## config.mk

```make
export PLATFORM = sky130hd
export DESIGN_NAME = axis_hysteresis_key_repeat_top
export DESIGN_NICKNAME = d
export VERILOG_FILES = /design/src/rtl/ahkr_pkg.sv /design/src/rtl/ahkr_cfg_regs.sv /design/src/rtl/ahkr_axis_mem.sv /design/src/rtl/ahkr_axis_update.sv /design/src/rtl/axis_hysteresis_key_repeat_top.sv
export SDC_FILE = /design/constraint.sdc
export NUM_CORES = 1
export LEC_CHECK = 0
export BUFFER_PORTS_ARGS = -buffer_cell sky130_fd_sc_hd__buf_4
export CORE_ASPECT_RATIO = 0.9
export CORE_UTILIZATION = 30
export CTS_BUF_LIST = sky130_fd_sc_hd__clkbuf_2
export CTS_CLUSTER_DIAMETER = 30
export DETAILED_ROUTE_END_ITERATION = 12
export MAX_ROUTING_LAYER = met4
export PLACE_DENSITY = 0.42
export SYNTH_ARGS = -nofsm -noshare
export SYNTH_HDL_FRONTEND = slang
export SYNTH_SLANG_ARGS = --single-unit
```

## constraint.sdc

```tcl
create_clock -name aclk -period 10.34 [get_ports aclk]
set_input_delay 1.551 -clock aclk [delete_from_list [all_inputs] [get_ports aclk]]
set_output_delay 1.551 -clock aclk [all_outputs]
set_load 0.02 [all_outputs]
```

## src/rtl/ahkr_pkg.sv

```systemverilog
// shared types, constants and codes for the joystick axis hysteresis and key repeat block
`default_nettype none
package ahkr_pkg;

    localparam int AXIS_COUNT = 8;
    localparam int AXIS_W     = 3;
    localparam int THR_W      = 12;
    localparam int MS_W       = 16;
    localparam int TIME_W     = 32;
    localparam int DIR_W      = 2;
    localparam int OP_W       = 2;
    localparam int REG_IDX_W  = 3;
    localparam int PADDR_W    = 5;

    localparam logic [OP_W-1:0] OP_SAMPLE  = 2'd0;
    localparam logic [OP_W-1:0] OP_CAL     = 2'd1;
    localparam logic [OP_W-1:0] OP_RESTORE = 2'd2;

    localparam logic [DIR_W-1:0] DIR_CENTER = 2'b00;
    localparam logic [DIR_W-1:0] DIR_HIGH   = 2'b01;
    localparam logic [DIR_W-1:0] DIR_LOW    = 2'b11;

    localparam logic [REG_IDX_W-1:0] REG_LO_ENTER = 3'd0;
    localparam logic [REG_IDX_W-1:0] REG_LO_HOLD  = 3'd1;
    localparam logic [REG_IDX_W-1:0] REG_HI_HOLD  = 3'd2;
    localparam logic [REG_IDX_W-1:0] REG_HI_ENTER = 3'd3;
    localparam logic [REG_IDX_W-1:0] REG_DELAY    = 3'd4;
    localparam logic [REG_IDX_W-1:0] REG_INTERVAL = 3'd5;

    localparam logic [THR_W-1:0] RST_LO_ENTER = 12'd1000;
    localparam logic [THR_W-1:0] RST_LO_HOLD  = 12'd1400;
    localparam logic [THR_W-1:0] RST_HI_HOLD  = 12'd2700;
    localparam logic [THR_W-1:0] RST_HI_ENTER = 12'd3100;
    localparam logic [MS_W-1:0]  RST_DELAY    = 16'd350;
    localparam logic [MS_W-1:0]  RST_INTERVAL = 16'd90;

    localparam logic [THR_W-1:0] CAL_FAR  = 12'd700;
    localparam logic [THR_W-1:0] CAL_NEAR = 12'd350;
    localparam logic [THR_W-1:0] ADC_MAX  = 12'd4095;

    typedef struct packed {
        logic [THR_W-1:0] lo_enter;
        logic [THR_W-1:0] lo_hold;
        logic [THR_W-1:0] hi_hold;
        logic [THR_W-1:0] hi_enter;
        logic [MS_W-1:0]  delay;
        logic [MS_W-1:0]  interval;
    } cfg_t;

    typedef struct packed {
        logic [THR_W-1:0]  lo_enter;
        logic [THR_W-1:0]  lo_hold;
        logic [THR_W-1:0]  hi_hold;
        logic [THR_W-1:0]  hi_enter;
        logic [DIR_W-1:0]  dir;
        logic [TIME_W-1:0] deadline;
    } axis_entry_t;

    typedef struct packed {
        logic             emit;
        logic [DIR_W-1:0] dir;
    } result_t;

    localparam axis_entry_t RESET_ENTRY = '{
        lo_enter: RST_LO_ENTER,
        lo_hold:  RST_LO_HOLD,
        hi_hold:  RST_HI_HOLD,
        hi_enter: RST_HI_ENTER,
        dir:      DIR_CENTER,
        deadline: '0
    };

endpackage
`default_nettype wire

```

## src/rtl/ahkr_cfg_regs.sv

```systemverilog
// apb configuration registers: default thresholds and repeat timing
`default_nettype none
module ahkr_cfg_regs (
    input  wire logic                         aclk,
    input  wire logic                         aresetn,
    input  wire logic                         psel,
    input  wire logic                         penable,
    input  wire logic                         pwrite,
    input  wire logic [ahkr_pkg::PADDR_W-1:0] paddr,
    input  wire logic [31:0]                  pwdata,
    output logic      [31:0]                  prdata,
    output logic                              pready,
    output ahkr_pkg::cfg_t                    cfg
);

    ahkr_pkg::cfg_t                   cfg_reg;
    logic                             wr_en;
    logic [ahkr_pkg::REG_IDX_W-1:0]   idx;

    assign pready = 1'b1;
    assign idx    = paddr[ahkr_pkg::PADDR_W-1:2];
    assign wr_en  = psel & penable & pwrite & pready;
    assign cfg    = cfg_reg;

    always_ff @(posedge aclk) begin
        if (!aresetn) begin
            cfg_reg.lo_enter <= ahkr_pkg::RST_LO_ENTER;
            cfg_reg.lo_hold  <= ahkr_pkg::RST_LO_HOLD;
            cfg_reg.hi_hold  <= ahkr_pkg::RST_HI_HOLD;
            cfg_reg.hi_enter <= ahkr_pkg::RST_HI_ENTER;
            cfg_reg.delay    <= ahkr_pkg::RST_DELAY;
            cfg_reg.interval <= ahkr_pkg::RST_INTERVAL;
        end else if (wr_en) begin
            case (idx)
                ahkr_pkg::REG_LO_ENTER: cfg_reg.lo_enter <= pwdata[ahkr_pkg::THR_W-1:0];
                ahkr_pkg::REG_LO_HOLD:  cfg_reg.lo_hold  <= pwdata[ahkr_pkg::THR_W-1:0];
                ahkr_pkg::REG_HI_HOLD:  cfg_reg.hi_hold  <= pwdata[ahkr_pkg::THR_W-1:0];
                ahkr_pkg::REG_HI_ENTER: cfg_reg.hi_enter <= pwdata[ahkr_pkg::THR_W-1:0];
                ahkr_pkg::REG_DELAY:    cfg_reg.delay    <= pwdata[ahkr_pkg::MS_W-1:0];
                ahkr_pkg::REG_INTERVAL: cfg_reg.interval <= pwdata[ahkr_pkg::MS_W-1:0];
                default: ;
            endcase
        end
    end

    always_comb begin
        case (idx)
            ahkr_pkg::REG_LO_ENTER: prdata = 32'(cfg_reg.lo_enter);
            ahkr_pkg::REG_LO_HOLD:  prdata = 32'(cfg_reg.lo_hold);
            ahkr_pkg::REG_HI_HOLD:  prdata = 32'(cfg_reg.hi_hold);
            ahkr_pkg::REG_HI_ENTER: prdata = 32'(cfg_reg.hi_enter);
            ahkr_pkg::REG_DELAY:    prdata = 32'(cfg_reg.delay);
            ahkr_pkg::REG_INTERVAL: prdata = 32'(cfg_reg.interval);
            default:                prdata = '0;
        endcase
    end

endmodule
`default_nettype wire

```

## src/rtl/ahkr_axis_mem.sv

```systemverilog
// per-axis state memory with registered read and per-entry valid bits
`default_nettype none
module ahkr_axis_mem (
    input  wire logic                        aclk,
    input  wire logic                        aresetn,
    input  wire logic                        rd_en,
    input  wire logic [ahkr_pkg::AXIS_W-1:0] rd_addr,
    output ahkr_pkg::axis_entry_t            rd_data,
    input  wire logic                        wr_en,
    input  wire logic [ahkr_pkg::AXIS_W-1:0] wr_addr,
    input  wire ahkr_pkg::axis_entry_t       wr_data
);

    ahkr_pkg::axis_entry_t                 mem [ahkr_pkg::AXIS_COUNT];
    logic [ahkr_pkg::AXIS_COUNT-1:0]       valid_reg;
    ahkr_pkg::axis_entry_t                 rd_data_reg;
    logic                                  rd_valid_reg;

    always_ff @(posedge aclk) begin
        if (wr_en) begin
            mem[wr_addr] <= wr_data;
        end
        if (rd_en) begin
            rd_data_reg <= mem[rd_addr];
        end
    end

    always_ff @(posedge aclk) begin
        if (!aresetn) begin
            valid_reg    <= '0;
            rd_valid_reg <= 1'b0;
        end else begin
            if (wr_en) begin
                valid_reg[wr_addr] <= 1'b1;
            end
            if (rd_en) begin
                rd_valid_reg <= valid_reg[rd_addr];
            end
        end
    end

    // never written since reset reads as the reset defaults
    assign rd_data = rd_valid_reg ? rd_data_reg : ahkr_pkg::RESET_ENTRY;

endmodule
`default_nettype wire

```

## src/rtl/ahkr_axis_update.sv

```systemverilog
// next axis state and event for one item: hysteresis, repeat timing, calibration
`default_nettype none
module ahkr_axis_update (
    input  wire logic [ahkr_pkg::OP_W-1:0]   op,
    input  wire logic                        axis_ok,
    input  wire logic [ahkr_pkg::THR_W-1:0]  raw,
    input  wire logic [ahkr_pkg::TIME_W-1:0] now_ms,
    input  wire ahkr_pkg::axis_entry_t       cur,
    input  wire ahkr_pkg::cfg_t              cfg,
    output ahkr_pkg::axis_entry_t            nxt,
    output logic                             wr_en,
    output ahkr_pkg::result_t                res
);

    logic [ahkr_pkg::DIR_W-1:0]  d;
    logic [ahkr_pkg::TIME_W-1:0] diff;
    logic [ahkr_pkg::THR_W:0]    sum_near;
    logic [ahkr_pkg::THR_W:0]    sum_far;

    always_comb begin
        if (cur.dir == ahkr_pkg::DIR_LOW && raw <= cur.lo_hold) begin
            d = ahkr_pkg::DIR_LOW;
        end else if (cur.dir == ahkr_pkg::DIR_HIGH && raw >= cur.hi_hold) begin
            d = ahkr_pkg::DIR_HIGH;
        end else if (raw <= cur.lo_enter) begin
            d = ahkr_pkg::DIR_LOW;
        end else if (raw >= cur.hi_enter) begin
            d = ahkr_pkg::DIR_HIGH;
        end else begin
            d = ahkr_pkg::DIR_CENTER;
        end
    end

    assign diff     = now_ms - cur.deadline;
    assign sum_near = {1'b0, raw} + {1'b0, ahkr_pkg::CAL_NEAR};
    assign sum_far  = {1'b0, raw} + {1'b0, ahkr_pkg::CAL_FAR};

    always_comb begin
        nxt       = cur;
        wr_en     = 1'b0;
        res.emit  = 1'b0;
        res.dir   = ahkr_pkg::DIR_CENTER;
        if (axis_ok && op == ahkr_pkg::OP_CAL) begin
            wr_en        = 1'b1;
            nxt.lo_enter = (raw >= ahkr_pkg::CAL_FAR) ? raw - ahkr_pkg::CAL_FAR : '0;
            nxt.lo_hold  = (raw >= ahkr_pkg::CAL_NEAR) ? raw - ahkr_pkg::CAL_NEAR : '0;
            nxt.hi_hold  = (sum_near > {1'b0, ahkr_pkg::ADC_MAX}) ?
                           ahkr_pkg::ADC_MAX : sum_near[ahkr_pkg::THR_W-1:0];
            nxt.hi_enter = (sum_far > {1'b0, ahkr_pkg::ADC_MAX}) ?
                           ahkr_pkg::ADC_MAX : sum_far[ahkr_pkg::THR_W-1:0];
            nxt.dir      = ahkr_pkg::DIR_CENTER;
            nxt.deadline = '0;
        end else if (axis_ok && op == ahkr_pkg::OP_SAMPLE) begin
            res.dir = d;
            if (d != cur.dir) begin
                wr_en        = 1'b1;
                nxt.dir      = d;
                nxt.deadline = (d == ahkr_pkg::DIR_CENTER) ? '0 :
                               now_ms + ahkr_pkg::TIME_W'(cfg.delay);
                res.emit     = (d != ahkr_pkg::DIR_CENTER);
            end else if (d != ahkr_pkg::DIR_CENTER && !diff[ahkr_pkg::TIME_W-1]) begin
                // deadline reached, wrap-safe
                wr_en        = 1'b1;
                nxt.deadline = now_ms + ahkr_pkg::TIME_W'(cfg.interval);
                res.emit     = 1'b1;
            end
        end
    end

endmodule
`default_nettype wire

```

## src/rtl/axis_hysteresis_key_repeat_top.sv

```systemverilog
// top level: item sequencer around the axis state memory
// Joystick axis hysteresis with key auto-repeat.
// Input channel s_*: one item per converter sample or calibration command;
// s_tuser carries the op, s_tdata axis, raw reading and millisecond time.
// Result channel m_*: exactly one item per input item; m_tuser is the emit
// flag, m_tdata the axis and the direction after a sample, else centre.
// Per-axis thresholds, direction and repeat deadline live in an 8-entry
// memory with a registered read. A sample or calibrate item is read at
// acceptance, then updated and written back in the execute state once the
// output register is free, where its result is registered. No new item is
// taken until the last leaves execution. Restore-defaults sweeps all 8
// entries, one per cycle. Only one item is in flight, so no access overlaps.
// Reset loads the default registers with their reset values and marks all
// entries as reading the reset thresholds, centred, deadline zero.
// A finished result waits in the output register while a stalled receiver
// holds it; the next item may be accepted and read meanwhile, and its
// write-back waits until the output register is free. The user writes
// configuration through the apb port only while idle; it is not enforced.
`default_nettype none
module axis_hysteresis_key_repeat_top (
    input  wire logic                         aclk,
    input  wire logic                         aresetn,
    // s_tdata: axis[2:0], raw[14:3], now_ms[46:15], zero[47]
    input  wire logic [47:0]                  s_tdata,
    // s_tuser: op[1:0]
    input  wire logic [1:0]                   s_tuser,
    input  wire logic                         s_tvalid,
    output logic                              s_tready,
    // m_tdata: event_axis[2:0], event_direction[4:3], zero[7:5]
    output logic      [7:0]                   m_tdata,
    // m_tuser: emit[0]
    output logic                              m_tuser,
    output logic                              m_tvalid,
    input  wire logic                         m_tready,
    input  wire logic                         psel,
    input  wire logic                         penable,
    input  wire logic                         pwrite,
    input  wire logic [ahkr_pkg::PADDR_W-1:0] paddr,
    input  wire logic [31:0]                  pwdata,
    output logic      [31:0]                  prdata,
    output logic                              pready
);

    localparam logic [1:0] ST_IDLE  = 2'd0;
    localparam logic [1:0] ST_EXEC  = 2'd1;
    localparam logic [1:0] ST_SWEEP = 2'd2;

    logic [1:0]                    state_reg, state_next;
    logic [ahkr_pkg::AXIS_W-1:0]   cnt_reg, cnt_next;
    logic [ahkr_pkg::OP_W-1:0]     op_reg;
    logic [ahkr_pkg::AXIS_W-1:0]   axis_reg;
    logic [ahkr_pkg::THR_W-1:0]    raw_reg;
    logic [ahkr_pkg::TIME_W-1:0]   now_reg;
    logic                          m_valid_reg, m_valid_next;
    logic                          emit_reg;
    logic [ahkr_pkg::AXIS_W-1:0]   ev_axis_reg;
    logic [ahkr_pkg::DIR_W-1:0]    ev_dir_reg;

    ahkr_pkg::cfg_t                cfg;
    ahkr_pkg::axis_entry_t         cur, nxt, dflt, wr_data;
    ahkr_pkg::result_t             res;
    logic                          upd_wr;
    logic                          axis_ok;
    logic                          s_accept;
    logic                          out_free;
    logic                          load_out;
    logic                          mem_wr;
    logic [ahkr_pkg::AXIS_W-1:0]   mem_wr_addr;

    assign s_tready = (state_reg == ST_IDLE);
    assign s_accept = s_tvalid & s_tready;
    assign out_free = !m_valid_reg || m_tready;
    assign load_out = (state_reg == ST_EXEC) && out_free;
    assign axis_ok  = ({1'b0, axis_reg} < (ahkr_pkg::AXIS_W+1)'(ahkr_pkg::AXIS_COUNT));

    ahkr_cfg_regs u_cfg (
        .aclk    (aclk),
        .aresetn (aresetn),
        .psel    (psel),
        .penable (penable),
        .pwrite  (pwrite),
        .paddr   (paddr),
        .pwdata  (pwdata),
        .prdata  (prdata),
        .pready  (pready),
        .cfg     (cfg)
    );

    ahkr_axis_mem u_mem (
        .aclk    (aclk),
        .aresetn (aresetn),
        .rd_en   (s_accept),
        .rd_addr (s_tdata[ahkr_pkg::AXIS_W-1:0]),
        .rd_data (cur),
        .wr_en   (mem_wr),
        .wr_addr (mem_wr_addr),
        .wr_data (wr_data)
    );

    ahkr_axis_update u_upd (
        .op      (op_reg),
        .axis_ok (axis_ok),
        .raw     (raw_reg),
        .now_ms  (now_reg),
        .cur     (cur),
        .cfg     (cfg),
        .nxt     (nxt),
        .wr_en   (upd_wr),
        .res     (res)
    );

    always_comb begin
        dflt.lo_enter = cfg.lo_enter;
        dflt.lo_hold  = cfg.lo_hold;
        dflt.hi_hold  = cfg.hi_hold;
        dflt.hi_enter = cfg.hi_enter;
        dflt.dir      = ahkr_pkg::DIR_CENTER;
        dflt.deadline = '0;
    end

    always_comb begin
        if (state_reg == ST_SWEEP) begin
            mem_wr      = 1'b1;
            mem_wr_addr = cnt_reg;
            wr_data     = dflt;
        end else begin
            mem_wr      = load_out && upd_wr;
            mem_wr_addr = axis_reg;
            wr_data     = nxt;
        end
    end

    always_comb begin
        state_next   = state_reg;
        cnt_next     = cnt_reg;
        m_valid_next = m_valid_reg;
        if (m_valid_reg && m_tready) begin
            m_valid_next = 1'b0;
        end
        case (state_reg)
            ST_IDLE: begin
                if (s_accept) begin
                    state_next = ST_EXEC;
                end
            end
            ST_EXEC: begin
                if (out_free) begin
                    m_valid_next = 1'b1;
                    cnt_next     = '0;
                    state_next   = (op_reg == ahkr_pkg::OP_RESTORE) ? ST_SWEEP : ST_IDLE;
                end
            end
            ST_SWEEP: begin
                cnt_next = cnt_reg + ahkr_pkg::AXIS_W'(1);
                if (cnt_reg == ahkr_pkg::AXIS_W'(ahkr_pkg::AXIS_COUNT - 1)) begin
                    state_next = ST_IDLE;
                end
            end
            default: state_next = ST_IDLE;
        endcase
    end

    always_ff @(posedge aclk) begin
        if (!aresetn) begin
            state_reg   <= ST_IDLE;
            cnt_reg     <= '0;
            m_valid_reg <= 1'b0;
        end else begin
            state_reg   <= state_next;
            cnt_reg     <= cnt_next;
            m_valid_reg <= m_valid_next;
        end
    end

    always_ff @(posedge aclk) begin
        if (s_accept) begin
            op_reg   <= s_tuser;
            axis_reg <= s_tdata[2:0];
            raw_reg  <= s_tdata[14:3];
            now_reg  <= s_tdata[46:15];
        end
        if (load_out) begin
            emit_reg    <= res.emit;
            ev_axis_reg <= axis_reg;
            ev_dir_reg  <= res.dir;
        end
    end

    assign m_tvalid = m_valid_reg;
    assign m_tuser  = emit_reg;
    assign m_tdata  = {3'b000, ev_dir_reg, ev_axis_reg};

`ifndef ASSERT_OFF
    // a memory write never coincides with the read of a newly accepted item
    a_no_rw_overlap: assert property (@(posedge aclk) disable iff (!aresetn)
        !(s_accept && mem_wr))
        else $error("memory write overlaps item read");

    a_accept_to_exec: assert property (@(posedge aclk) disable iff (!aresetn)
        s_accept |=> state_reg == ST_EXEC)
        else $error("accepted item did not enter execution");

    a_sweep_exit: assert property (@(posedge aclk) disable iff (!aresetn)
        state_reg == ST_SWEEP |=> state_reg == ST_SWEEP || state_reg == ST_IDLE)
        else $error("restore sweep left to wrong state");

    a_emit_has_dir: assert property (@(posedge aclk) disable iff (!aresetn)
        m_valid_reg && emit_reg |-> ev_dir_reg != ahkr_pkg::DIR_CENTER)
        else $error("event emitted with centred direction");

    a_result_loaded: assert property (@(posedge aclk) disable iff (!aresetn)
        load_out |=> m_valid_reg)
        else $error("result not presented after execution");
`endif

endmodule
`default_nettype wire

```

==> results.md, run 1 <==
- Status: completed
- DP Area: 42900 sq um
- Drt initial violations: 2063
- Synth Register Bits: between 800 and 900
- Worst Hold Endpoint: u_cfg.cfg[4]
- Post-route DRC: 0
- Hold Crit Start: pwdata[4]
- Setup Skew: 134 ps
- Hold crit path type: input pin to flip-flop
- Met2 GRT Util: between 20% and 30%
- Final non-filler cell area: 45700 sq um
- Share of power burned in the clock network: 34.3%
- PortBufs: between 90 and 100
- Multi-input gate area: 13700 sq um
- Register share of total power: 55.0%
- Total CTS buffers: 276
- Switch share: between 20% and 30%
- Cell count after synthesis: ~2700
- Die height: 349 microns
- Delay-heaviest family, CP: compound AO/OA/AOI/OAI gates
- Worst skew pair latency: 1570 ps
- Hold_ws: approximately 320 ps
- Core Util, Final: about a third
- Setup TNS: 0 ps
- DRT Wirelength: ~120 mm
- Seq/Total Area, Yosys: 64.1%
- Switching pwr: 2.08 mW
- Met3 Resource Use GR: ~3.5%
- Min Tclk post-route: ~6600 ps
- Worst Path Class, Setup: flip-flop to flip-flop
- Vias in the first global route: 26100
- Synthesized area per cell: 14.7 sq um
- Gr busiest metal: met2
- Post-synthesis cell area: 40100 sq um
- FF-to-FF Start: u_mem.rd_valid_reg
- Peak VDD IR: 0.000106 V
- IO Pins: ~140
- Grt ovf: 0
- Clock root buffer: clkbuf_2
- Global-route wire length before repair: 180 mm
- Critical Path AT: 7680 ps
- Int Pwr: 5.38 mW
- Peak Freq: 0.152 GHz
- PwrDens: 163 nW/um^2
- Ys Warns: 0
- Crit share post-route: between 60% and 70%
- Clk sinks: 888
- Final GP Congestion: 0.903
- Via density per instance: roughly 5.2
- Share of cells above drive strength 1: 25.9%
- Final setup viols: 0
- CP bufs+invs: 5
- Slowest-stage cell, CP: nor2_4
- Combinational Power Share: 10.7%
- Clk buf depth: 4
- Measured slew at the worst slew-check pin: 1350 ps
- CTS tree: yes
- Routed Antenna Nets: 0
- Netlist cell types: 87
- P_leak: ~16 nW
- CP startpoint kind: flip-flop
- Area delta synth->final: 13.9%
- Starting Density: between 30 and 40%
- Maxcap violations: 0
- Largest net degree at the start of global routing: between 100 and 150
- Routed wire per std cell: roughly 25 microns
- # Post-CTS Setup Buffers: 0
- H-tree level count: 5
- DP Wirelength: 77.9 mm
- GR Util met1: 26.9%
- Gr usage total: approximately a fifth
- Via count: about 26000
- DRT Pass-1 Iters: 5
- Post-synth EDFFs: 793
- Critical Path End Type: flip-flop
- Worst path max stage delay: between 800 and 900 ps
- Fill cells: 12800
- Worst hold path cell count: 3
- Core ar.: 132000 sq um
- Initial antenna violation count: 9
- FF-to-FF End: u_mem.mem[7][11]
- Most frequent CP cell: buf_4
- RSZ-0062 raised after global routing: false
- Final Max Slew Viols: 0
- Dominant synthesized flop cell: edfxtp_1
- Final-report hold violation count: 0
- Max FFs per register: 656
- Max FO, Critical Path: 63
- Worst reg-to-reg path cell count: 16
- Max transition margin: 9.32%
- Row cnt: 126
- Worst-path cell chain: inv_1 > buf_4 > nor2_1 > ha_1 > nand4_1 > or4_1 > a21oi_1 > a2111oi_1 > buf_4 > and4bb_2 > a2111oi_4 > buf_4 > o31a_1 > a32oi_4 > nor2_4 > buf_12
- Die ar.: 135000 sq um
- FF/Latch Area: approximately 26000 sq um
- Reg2Reg Setup Slack: 3740 ps
- Nets: 3272
- Clock-pin transition on the worst setup and hold timing paths: 100 ps
- Die width: between 300 and 400 microns
- CP required: 11430 ps
- Post-synth ARST share: 0%
## stage by stage
step / cells / power, mW / worst slack [ps]
floorplan: 2748 / 4.65 / 3110
global placement: 4461 / 4.96 / 3630
detailed placement: 4461 / 4.97 / 3570
CTS: 4952 / 7.58 / 3560
global route: 4961 / 7.84 / 3440
finish: 4963 / 7.46 / 3740
## tightest hold or removal path, delay by kind of cell
kind	cells	cell delay (ps)
buf+inv	1	130
simple gates	2	130
## placed cells by master (no fill, tap or decap), types with 46 or more instances in the layout
master         netlist  final
nand3_1             71     71
ha_1               119    119
edfxtp_1           793    793
mux4_2             168    168
dfxtp_1             95     94
a21oi_1            112    112
nor2_1             131    123
clkinv_1             0     49
nand2_1            311    311
buf_4               21    144
dlygate4sd3_1        0     46
mux2_2              87     87
clkbuf_2             0    366
o21ai_0            111    111
a21boi_0            52     52
## cell usage after synthesis (all sizes together) (23+ instances only)
library cell,count,area [sq um]
inv,35,131
xor2,42,368
a21boi,52,390
xnor2,38,333
a31oi,25,156
ha,119,1490
nor2,131,492
nand2,312,1170
mux4,168,3780
nand3,72,365
mux2i,34,340
mux2,87,980
a21oi,112,561
clkbuf,114,428
a21o,23,173
edfxtp,793,23800
buf,55,315
o21ai,120,601
dfxtp,95,1900
## cells by family after synthesis
group,Yosys count,share of synthesized area (%)
buf+inv,204,2.18
xor+xnor,80,1.75
compound gates,478,7.81
fa+ha+maj,121,3.81
mux,289,12.7
flops,888,64.1
other cells,2,0.0187
simple gates,668,7.59
## power groups by stage
| stage | clock network [mW] | registers (mW) | logic [mW] |
|---|---|---|---|
| after floorplan | 0 | 4.15 | 0.499 |
| after global placement | 0 | 4.18 | 0.773 |
| after detailed placement | 0 | 4.18 | 0.787 |
| after CTS | 2.68 | 4.10 | 0.805 |
| after global routing | 2.86 | 4.11 | 0.870 |
| final | 2.56 | 4.10 | 0.801 |
## area by class of cell
class                   count  area share [%]
clock buffers             366            4.01
clock inverters            79           0.942
repair buffers            200            3.79
inverters                  35           0.288
flip-flops and latches    888            56.3
multi-input cells        1656            29.9
diodes                     11          0.0602
well taps                1728            4.73
## how the worst max path moves through the flow
| stage | depth (start not counted) | to | from |
|---|---|---|---|
| after floorplan | 15 | u_mem.mem[7][0] | u_mem.rd_valid_reg |
| after global placement | 16 | u_mem.mem[7][78] | u_mem.rd_valid_reg |
| after detailed placement | 16 | u_mem.mem[7][78] | u_mem.rd_valid_reg |
| after CTS | 16 | u_mem.mem[7][73] | u_mem.rd_valid_reg |
| after global routing | 16 | u_mem.mem[7][46] | u_mem.rd_valid_reg |
| final | 16 | u_mem.mem[7][11] | u_mem.rd_valid_reg |
## repair_timing
| action | 4_1_cts | 5_1_grt |
|---|---|---|
| resized for setup | 0 | 0 |
| hold endpoints to repair | 46 | 0 |
| hold buffers | 46 | 0 |
## per-layer routing
layer	up-vias	part of all wire, %
met5	-	0
met4	0	1.9
met3	198	5.7
met2	910	44
met1	13100	49
li1	11400	-
Note: power is estimated with default switching activity, not from simulation.
==> run 2: changes to the inputs <==
==> constraint.sdc (replaced) <==
create_clock -name aclk -period 6.42 [get_ports aclk]
set_input_delay 0.963 -clock aclk [delete_from_list [all_inputs] [get_ports aclk]]
set_output_delay 0.963 -clock aclk [all_outputs]
set_load 0.02 [all_outputs]
==> results.md, run 2 (synthesis gave the netlist of run 1 again) <==
- Multi-input gate area: 13700 sq um
- DP Wirelength: roughly 80 mm
- Measured slew at the worst slew-check pin: 1490 ps
- Routed wire per std cell: around 25 microns
- Peak VDD IR: between 0.0001 and 0.00015 V
- Status: finished with violations
- DRT Wirelength: ~130 mm
- Met3 Resource Use GR: 3.60%
- Clk sinks: 888
- Clock-pin transition on the worst setup and hold timing paths: roughly 90 ps
- Final setup viols: 0
- Final non-filler cell area: 46700 sq um
- Share of cells above drive strength 1: 25.9%
- Max FO, Critical Path: 21
- Worst hold path cell count: 2
- Maxcap violations: 1
- FF-to-FF End: u_mem.mem[5][37]
- Hold Crit Start: s_tdata[34]
- CP startpoint kind: flip-flop
- Worst reg-to-reg path cell count: 14
- Via count: ~26000
- Area delta synth->final: 16.5%
- Max FFs per register: about 660
- Core ar.: 132000 sq um
- Via density per instance: 5.13
- Gr busiest metal: met2
- FF-to-FF Start: u_mem.rd_valid_reg
- Worst Path Class, Setup: flip-flop to flip-flop
- Setup Skew: 132 ps
- Worst Hold Endpoint: now_reg[19]
- Peak Freq: 0.184 GHz
- FF/Latch Area: 25700 sq um
- Die width: 387 microns
- Fill cells: 12800
- Reg2Reg Setup Slack: approximately 1000 ps
- Vias in the first global route: 26600
- Failing checks: capacitance limit, slew limit
- Die ar.: between 100000 and 150000 sq um
- # Post-CTS Setup Buffers: 0
- DRT Pass-1 Iters: 5
- Global-route wire length before repair: between 150 and 200 mm
- Critical Path End Type: flip-flop
- Post-CTS sizing: 0
- Row cnt: between 100 and 150
- Final Max Slew Viols: 1
- Met2 GRT Util: 27.5%
- Clock root buffer: clkbuf_2
- Critical Path AT: 6640 ps
- Clk buf depth: 4
- GR Util met1: 27.2%
- CP Launch Point: u_mem.rd_valid_reg
- IO Pins: approximately 140
- CP required: 7630 ps
- Nets: 3355
- Largest net degree at the start of global routing: 134
- PwrDens: between 200 and 300 nW/um^2
- Final-report hold violation count: 0
- Crit share post-route: a little over four fifths
- RSZ-0062 raised after global routing: false
- Min Tclk post-route: 5430 ps
- Initial antenna violation count: 7
- H-tree level count: 5
- DP Area: 43200 sq um
- PortBufs: 98
- Max transition margin: -0.347%
- Post-route DRC: 0
- Die height: 349 microns
- Most common cell after layout, fill and taps aside: edfxtp_1
- Total CTS buffers: 274
- Gr usage total: 19.1%
- Most frequent cells in the layout: edfxtp_1 (793), clkbuf_2 (364), nand2_1 (311)
- Drt initial violations: around 2100
- Hold crit path type: input pin to flip-flop
- Grt ovf: 0
- Routed Antenna Nets: 0
- P_leak: 16.3 nW
- Worst skew pair latency: 1600 ps
- Setup TNS: 0 ps
- Starting Density: a little over 30%
- Final GP Congestion: 0.885
- CTS tree: yes
[run 2: cell count changes in the layout (fill, tap and decap cells not counted), moves of 2 or more]
cell,change
buf_12,+15
inv_2,+4
clkinv_2,+2
dlygate4sd3_1,+71
clkinv_1,-5
buf_4,-2
clkbuf_2,-2
[run 2: critical path, stage by stage, from the launching register on]
cell	delay [ps]
dfxtp_4	420
inv_1	450
buf_4	310
nor2_1	110
ha_1	190
a21oi_1	140
o21ai_0	120
a211o_1	320
a211oi_1	660
or2_1	480
o21a_1	250
o31a_1	420
a32oi_4	320
nor2_4	590
buf_12	270
[run 2: what timing repair did]
item | in CTS | in global routing
hold endpoints to repair | 160 | 0
hold buffers | 117 | 0
setup endpoints to repair | 0 | 0
[run 2: where the power goes]
group	total, mW	switching (mW)	internal (mW)
logic	1.34	0.850	0.493
clock network	4.14	2.44	1.70
registers	6.61	0.106	6.50
total	12.1	3.39	8.70
[run 2: stage by stage]
step | setup slack, ps | total power, mW | utilization, % | instances | hold slack [ps]
4_1_cts | 1030 | 12.3 | 35.4 | 5036 | 9.93
6_report | 986 | 12.1 | 35.4 | 5047 | 217
3_5_place_dp | 1070 | 8.02 | 32.8 | 4474 | 439
5_1_grt | 714 | 12.7 | 35.4 | 5045 | 37.9
3_3_place_gp | 1150 | 8.00 | 32.8 | 4474 | 431
2_1_floorplan | -810 | 7.49 | - | 2748 | 422
[run 2: area by class of cell]
type,count,share of cell area (%)
Inverter,35,0.281
Tap cell,1728,4.63
Antenna cell,10,0.0536
Sequential cell,888,55.1
Clock buffer,364,3.90
Timing Repair Buffer,285,5.85
Multi-Input combinational cell,1656,29.3
Clock inverter,81,0.951
[run 2: worst max path at each step]
stage / cells after the start / slack, ps / end
after floorplan: 15 / -810 / u_mem.mem[7][0]
after global placement: 15 / 1150 / u_mem.mem[5][76]
after detailed placement: 15 / 1070 / u_mem.mem[5][78]
after CTS: 15 / 1030 / u_mem.mem[5][37]
after global routing: 14 / 710 / u_mem.mem[3][23]
final: 14 / 990 / u_mem.mem[5][37]
[run 2: layer usage]
metal,share of wire [%],vias to the layer above,wire length [microns]
li1,-,11500,-
met1,49,13400,61600
met2,44,826,55800
met3,5.0,171,6330
met4,1.9,0,2390
met5,0,-,0
==> run 3: changes to the inputs <==
==> constraint.sdc (replaced) <==
create_clock -name aclk -period 5.5 [get_ports aclk]
set_input_delay 0.825 -clock aclk [delete_from_list [all_inputs] [get_ports aclk]]
set_output_delay 0.825 -clock aclk [all_outputs]
set_load 0.02 [all_outputs]
==> results.md, run 3 (synthesis gave the netlist of run 1 again) <==
- Crit share post-route: 96.2%
- Final Max Slew Viols: 0
- Most frequent cells in the layout: edfxtp_1 (793), clkbuf_2 (322), nand2_1 (311)
- Drt initial violations: 2013
- Combinational Power Share: 11.3%
- Starting Density: 30.4%
- Hold_ws: 262 ps
- Share of cells above drive strength 1: about 26%
- Critical Path End Type: flip-flop
- Setup Skew: about 150 ps
- H-tree level count: 4
- Clock root buffer: clkbuf_2
- Die ar.: 135000 sq um
- Status: completed
- Max FO, Critical Path: 23
- CP startpoint kind: flip-flop
- Largest net degree at the start of global routing: ~100
- Share of power burned in the clock network: approximately 35%
- Via count: 26100
- Clk sinks: between 800 and 900
- Area delta synth->final: 18.1%
- Nets: 3375
- Peak VDD IR: 0.000165 V
- Measured slew at the worst slew-check pin: 1290 ps
- Min Tclk post-route: 5290 ps
- Multi-input gate area: between 10000 and 15000 sq um
- PortBufs: 98
- Core Util, Final: ~36%
- Via density per instance: between 5 and 6
- Die width: a little under 400 microns
- Initial antenna violation count: 10
- FF/Latch Area: 25700 sq um
- Fill cells: 12700
- DP Wirelength: 84.1 mm
- CTS tree: yes
- Most common cell after layout, fill and taps aside: edfxtp_1
- IO Pins: 138
- P_leak: 16.5 nW
- Finished Layout Cells: 5082
- RSZ-0062 raised after global routing: false
- Clk buf depth: 3
- Global-route wire length before repair: 184 mm
- PwrDens: 301 nW/um^2
- Die height: 349 microns
- Final-report hold violation count: 0
- Post-Place Setup Slack: 289 ps
- Vias in the first global route: 26500
- Total CTS buffers: around 240
- Switching pwr: 3.99 mW
- Setup TNS: 0 ps
- Post-route DRC: 0
- Gr usage total: 19.3%
- DRT Pass-1 Iters: 5
- Final setup viols: 0
- Peak Freq: between 0.15 and 0.2 GHz
- Fin worst setup slack: 208 ps
- Core ar.: 132000 sq um
- Worst skew pair latency: approximately 1700 ps
- Grt ovf: 0
- Max transition margin: a little over an eighth
- Register share of total power: 54.1%
- Max FFs per register: 656
- Placed Cells: around 4500
- Critical Path AT: 6570 ps
- Switch share: 28.0%
- Final GP Congestion: 0.877
- CP required: approximately 6800 ps
- Routed Antenna Nets: 0
- Routed wire per std cell: 25.1 microns
- Hold crit path type: input pin to flip-flop
- Maxcap violations: 0
- Clock-pin transition on the worst setup and hold timing paths: 100 ps
- Int Pwr: 10.3 mW
- DRT Wirelength: between 100 and 150 mm
- Worst Path Class, Setup: flip-flop to flip-flop
- Row cnt: 126
-- run 3: power groups by stage --
| stage | registers (mW) | logic (mW) | clock network, mW |
|---|---|---|---|
| 2_1_floorplan | 7.80 | 0.940 | 0 |
| 3_3_place_gp | 7.87 | 1.50 | 0 |
| 3_5_place_dp | 7.87 | 1.52 | 0 |
| 4_1_cts | 7.72 | 1.61 | 5.15 |
| 5_1_grt | 7.73 | 1.74 | 5.47 |
| 6_report | 7.72 | 1.61 | 4.94 |
-- run 3: through the flow --
step | cell area (sq um) | power [mW]
6_report | 47300 | 14.3
5_1_grt | 47300 | 14.9
4_1_cts | 47300 | 14.5
3_5_place_dp | 43600 | 9.39
3_3_place_gp | 43600 | 9.37
2_1_floorplan | 40200 | 8.74
-- run 3: layer usage --
metal | share of wire (%) | global-route usage (%)
met1 | 48 | 27.5
met2 | 44 | 27.9
met3 | 5.8 | 3.68
met4 | 1.8 | 5.70
met5 | 0 | -
-- run 3: repair_timing --
item / CTS / global route
gates resized for setup: 0 / 1
endpoints found under the setup margin: 0 / 4
setup buffers: 0 / 0
hold endpoints to repair: 218 / 0
hold buffers: 145 / 0
-- run 3: cell type report --
| class | count | area share, % |
|---|---|---|
| tap | 1728 | 4.57 |
| multi-input combinational | 1656 | 28.9 |
| clock inverter | 100 | 1.49 |
| clock buffer | 322 | 3.40 |
| sequential | 888 | 54.3 |
| inverter | 35 | 0.277 |
| timing repair buffer | 342 | 7.01 |
| antenna | 11 | 0.0581 |
-- run 3: worst max-delay path, cell delays in order (launching register included) --
cell	delay, ps
dfxtp_4	520
inv_1	70
buf_4	230
nor2_1	190
ha_1	270
a211oi_1	210
nor2_1	90
o31ai_1	410
o211ai_1	440
a21oi_1	550
a2111o_1	450
buf_4	240
a221oi_1	210
a211oi_1	940
-- run 3: worst paths after layout --
path / start / end / slack (ps) / cells past startpoint
max: u_mem.rd_valid_reg / u_mem.mem[2][6] / 210 / 13
min: s_tdata[2] / axis_reg[2] / 260 / 2
max reg2reg: u_mem.rd_valid_reg / u_mem.mem[2][6] / 210 / 13
min reg2reg: u_mem.valid_reg[3] / u_mem.valid_reg[3] / 450 / 2
